`config.mk`:
```
export PLATFORM = sky130hd
export DESIGN_NAME = lma_div
export DESIGN_NICKNAME = d
export VERILOG_FILES = /design/src/sv/lma_pkg.sv /design/src/sv/lma_div.sv
export SDC_FILE = /design/constraint.sdc
export NUM_CORES = 1
export LEC_CHECK = 0
export BUFFER_PORTS_ARGS = -buffer_cell sky130_fd_sc_hd__buf_2
export CAP_MARGIN = 20
export CORE_MARGIN = 3
export CORE_UTILIZATION = 50
export CTS_CLUSTER_SIZE = 14
export DETAILED_ROUTE_END_ITERATION = 10
export GPL_TIMING_DRIVEN = 0
export PLACE_DENSITY = 0.82
export SKIP_CTS_REPAIR_TIMING = 1
export SYNTH_ARGS = -nofsm -noshare
export SYNTH_HDL_FRONTEND = slang
export SYNTH_SLANG_ARGS = --single-unit
```
`constraint.sdc`:
```
create_clock -name clk -period 4.6 [get_ports clk]
set_input_delay 0.92 -clock clk [delete_from_list [all_inputs] [get_ports clk]]
set_output_delay 0.92 -clock clk [all_outputs]
set_load 0.01 [all_outputs]
```
`src/sv/lma_pkg.sv`:
```
// shared types and constants for the label metrics accumulator
// no dependencies; imported by the divider and top level

package lma_pkg;

  // defaults for the top level parameters
  localparam int LMA_MAX_LABELS = 256;
  localparam int LMA_COUNT_BITS = 32;
  localparam int LMA_FRAC_BITS  = 16;

  // fixed field widths of the stream interface
  localparam int LABEL_W     = 9;
  localparam int CFG_W       = 9;
  localparam int CNT_OUT_W   = 32;
  localparam int RATIO_OUT_W = 17;
  localparam int IN_TDATA_W  = 24;
  localparam int OUT_TDATA_W = 280;
  localparam int OUT_PAD_W   = OUT_TDATA_W - 6 * CNT_OUT_W - 5 * RATIO_OUT_W;

  localparam logic [CFG_W-1:0] LABEL_COUNT_RST = CFG_W'(256);

  typedef enum logic [1:0] {
    CMD_ACC   = 2'd0,
    CMD_LABEL = 2'd1,
    CMD_TOTAL = 2'd2,
    CMD_CLEAR = 2'd3
  } cmd_t;

  typedef enum logic [9:0] {
    S_CLR   = 10'b00_0000_0001,
    S_IDLE  = 10'b00_0000_0010,
    S_ACC   = 10'b00_0000_0100,
    S_LBL   = 10'b00_0000_1000,
    S_TRD   = 10'b00_0001_0000,
    S_TCAP  = 10'b00_0010_0000,
    S_TNEXT = 10'b00_0100_0000,
    S_DIV   = 10'b00_1000_0000,
    S_DWAIT = 10'b01_0000_0000,
    S_OUT   = 10'b10_0000_0000
  } state_t;

  typedef enum logic [1:0] {
    K_ZERO  = 2'd0,
    K_ERR   = 2'd1,
    K_LABEL = 2'd2,
    K_TOT   = 2'd3
  } kind_t;

  // divider status toward the sequencer
  typedef struct packed {
    logic busy;
    logic done;
  } div_stat_t;

endpackage

```
`src/sv/lma_div.sv`:
```
// iterative restoring divider, one quotient bit per cycle
// depends on lma_pkg for the status struct

module lma_div
  import lma_pkg::*;
#(
  parameter int VW  = 33,
  parameter int DW  = 26,
  parameter int STW = 5,
  parameter int FB  = 16
) (
  input  logic           clk,
  input  logic           rst_n,
  input  logic           start,
  input  logic [VW-1:0]  rem0,
  input  logic [DW-1:0]  dvd,
  input  logic [VW-1:0]  den,
  input  logic [STW-1:0] steps,
  output logic [FB:0]    q,
  output div_stat_t      stat
);

  logic           busy_r;
  logic           done_r;
  logic [STW-1:0] cnt_r;
  logic [VW-1:0]  rem_r;
  logic [DW-1:0]  dvd_r;
  logic [VW-1:0]  den_r;
  logic [DW-1:0]  q_r;
  logic [VW:0]    trial;
  logic           ge;

  assign trial = {rem_r, dvd_r[DW-1]};
  assign ge    = trial >= {1'b0, den_r};

  always_ff @(posedge clk) begin
    if (!rst_n) begin
      busy_r <= 1'b0;
      done_r <= 1'b0;
    end else begin
      done_r <= 1'b0;
      if (start) begin
        if (den == '0) begin
          // zero divisor gives zero
          q_r    <= '0;
          done_r <= 1'b1;
        end else if (rem0 >= den) begin
          // ratio at or above one is capped
          q_r    <= DW'(1) << FB;
          done_r <= 1'b1;
        end else begin
          busy_r <= 1'b1;
          cnt_r  <= steps;
          rem_r  <= rem0;
          dvd_r  <= dvd;
          den_r  <= den;
          q_r    <= '0;
        end
      end else if (busy_r) begin
        rem_r <= ge ? VW'(trial - {1'b0, den_r}) : trial[VW-1:0];
        q_r   <= {q_r[DW-2:0], ge};
        dvd_r <= dvd_r << 1;
        cnt_r <= cnt_r - STW'(1);
        if (cnt_r == STW'(1)) begin
          busy_r <= 1'b0;
          done_r <= 1'b1;
        end
      end
    end
  end

  assign q         = q_r[FB:0];
  assign stat.busy = busy_r;
  assign stat.done = done_r;

endmodule

```
==> metrics <==
synthesis warning total 0; internal power 2480 uW; Site Rows 44; worst path required time 4.65 ns; first-pass GRT wire length 30.5 mm; via count 5970; Clk Latency, worst-skew pair 0.43 ns; share of post-route cells with drive strength above 1 27.5%; Util after Layout 61.5%; CTS Sinks 116; Top FF cell, synth edfxtp_1; CP delay by family, top compound AO/OA/AOI/OAI gates; fin crit share 85.1%; GPL Wtd Cong 0.970; ys async rst share 0%; GR Overflow Total 0; Crit Path Category in2reg; outcome finished, final reports clean; Initial DRT Pass Iterations 5; CP Data Arrival Time 3.97 ns; Syn-to-layout area delta 18.5%; Fin. Hold Viols 0; Post-Syn Nets 862; # fillers 1178; worst path cell trace buf_2 > inv_1 > ha_1 > a21o_1 > a21o_1 > a21oi_1 > o2111ai_1 > a21oi_1 > o221ai_1 > o21ai_0 > and2_4; Slew @ Worst Pin 0.926 ns; Vias/cell 5.80; Crit path depth 11; die height 130 um; reg2reg path depth 16; Net Sw Frac 28.8%; clk slew on worst S/H paths 0.05 ns; number of remaining DRC errors 0; Seq pwr share 37.5%; CTS tree done; H-tree lvl count 4; initial antenna violation count 2; Mapped Cells 693; Syn Std Cell Area 7660 um2; Final #Nets 999; Crit Reg-Reg Endpoint rem_r[29]; max cap viols 0; fin. max-slew vios 0; Hold Startpoint busy_r; Setup crit end kind flop; Hold EP done_r; combinational power share 24.2%; register area share after synthesis 45.2%; Inserted Clock Buffers 17; Final min period 3.92 ns; initial drt markers 559; Total Routing Usage GR 23.9%; Yosys reg bits 116; Wirelength per Cell 19.1 um; Slowest-stage cell, CP and2_4; leak pwr 0.00394 uW; Setup Skew 0.0127 ns; Max Clock Freq 255 MHz; Starting Density 51.9%; CTS root buf clkbuf_16; Buf/Inv on CP 2; critical path peak fanout 64; core area 14800 um2; I/O Buffers 118; setup violators final 0; R2R Path Start dvd_r[25]; worst reg2reg setup slack 0.84 ns; worst hold path type reg2reg; largest net degree at the start of global routing 65; highest cell delay on the worst timing path 0.78 ns; Synth Area per Inst 11.1 um2; worst vdd ir 0.000280 V; RSZ-0062 raised after global routing false; power per cell area 384 nW/um2; clock network power share 38.3%; Post-synth EDFFs 114; net switching power 1000 uW; Die Area 16800 um2; crit start category input pin; dpl hpwl 14.3 mm; Min Hold Slack 0.536 ns; Slew headroom 38.2%; Post-Route WL 19.7 mm; CTS max path bufs 2; ANT nets after route 0; chip width 130 um; vias in the first global route 5990; Ports 119; Yosys cell types 62; crit path launch den[22]; hold-critical path depth 2
state kept, by name, summed over array words and instances (netlist names):
| signal | cells |
|---|---|
| busy_r | 1 |
| cnt_r | 5 |
| den_r | 33 |
| done_r | 1 |
| dvd_r | 26 |
| q_r | 17 |
| rem_r | 33 |
metrics by stage:
step | area [um2] | power (uW) | TNS, ns | std cells | setup slack, ns
global route | 9080 | 3620 | 0 | 1029 | 0.503
detailed placement | 8480 | 2150 | 0 | 995 | 0.272
global placement | 8480 | 2130 | -86.53 | 995 | -1.24
CTS | 9070 | 3480 | 0 | 1027 | 0.714
floorplan | 7660 | 1930 | 0 | 693 | 0.216
finish | 9080 | 3480 | 0 | 1029 | 0.683
worst max-delay path by stage:
| stage | to | slack [ns] |
|---|---|---|
| floorplan | cnt_r[0] | 0.22 |
| global placement | dvd_r[5] | -1.24 |
| detailed placement | dvd_r[5] | 0.27 |
| CTS | rem_r[15] | 0.71 |
| global route | rem_r[16] | 0.50 |
| finish | dvd_r[2] | 0.68 |
worst register-to-register path, cell delays in order (launching register included):
cell and delay, ns:
edfxtp_1 0.37, inv_1 0.06, ha_1 0.21, inv_1 0.07, fa_1 0.19, a21o_1 0.16
a311o_1 0.27, nand4_1 0.16, nand3_2 0.15, nand2_4 0.08, a2111oi_4 0.67, or2_1 0.21
buf_6 0.15, buf_12 0.17, buf_2 0.29, nand3_1 0.10, and4_1 0.20
cell usage after synthesis, drive strengths merged (6+ instances only):
cell type,instances,area [um2]
a21o,29,218
a21oi,54,270
a31oi,6,37.5
and3,6,37.5
buf,13,96.3
clkbuf,14,55.1
edfxtp,114,3420
ha,68,851
inv,75,282
mux2,55,653
nand2,30,120
nand3,9,50.1
nand4,17,106
nor2,23,86.3
nor2b,31,194
nor3,11,55.1
nor4,11,68.8
o21ai,27,143
xnor2,18,158
xor2,9,78.8
power by group through the flow:
stage | sequential [uW] | clock, uW | combinational (uW)
2_1_floorplan | 1320 | 0 | 602
3_3_place_gp | 1330 | 0 | 801
3_5_place_dp | 1330 | 0 | 821
4_1_cts | 1310 | 1340 | 831
5_1_grt | 1320 | 1380 | 923
6_report | 1310 | 1330 | 842
per-layer routing:
layer	routed length, um	track usage [%]
met5	0	0
met4	550	9.78
met3	1680	7.57
met2	9130	38.0
met1	8330	30.4
layout make-up:
cell class / instances / area [um2] / share of cell area, %
Clock buffer: 20 / 457 / 5.03
Antenna cell: 2 / 5.00 / 0.0551
Timing Repair Buffer: 118 / 591 / 6.51
Buffer: 27 / 151 / 1.67
Multi-Input combinational cell: 475 / 3770 / 41.5
Sequential cell: 116 / 3460 / 38.2
Inverter: 75 / 282 / 3.10
Clock inverter: 12 / 131 / 1.45
Tap cell: 184 / 230 / 2.54
logic make-up after synthesis:
kind of cell	synth area share, %
and+or+nand+nor	12.1
muxes	8.66
DFF	45.2
AOI/OAI and AO/OA	13.9
xor gates and xnor gates	3.09
buffers and inverters	5.65
adders and majority gates	11.4
cells in the final DEF (no fill, tap or decap), types with 23 or more instances in the layout:
cell / count
inv_1: 75
nand2_1: 29
nor2_1: 23
a21oi_1: 54
nor2b_1: 31
buf_2: 125
mux2_2: 46
ha_1: 68
edfxtp_1: 114
a21o_1: 29
No activity file was read; power rests on OpenSTA's default activity.
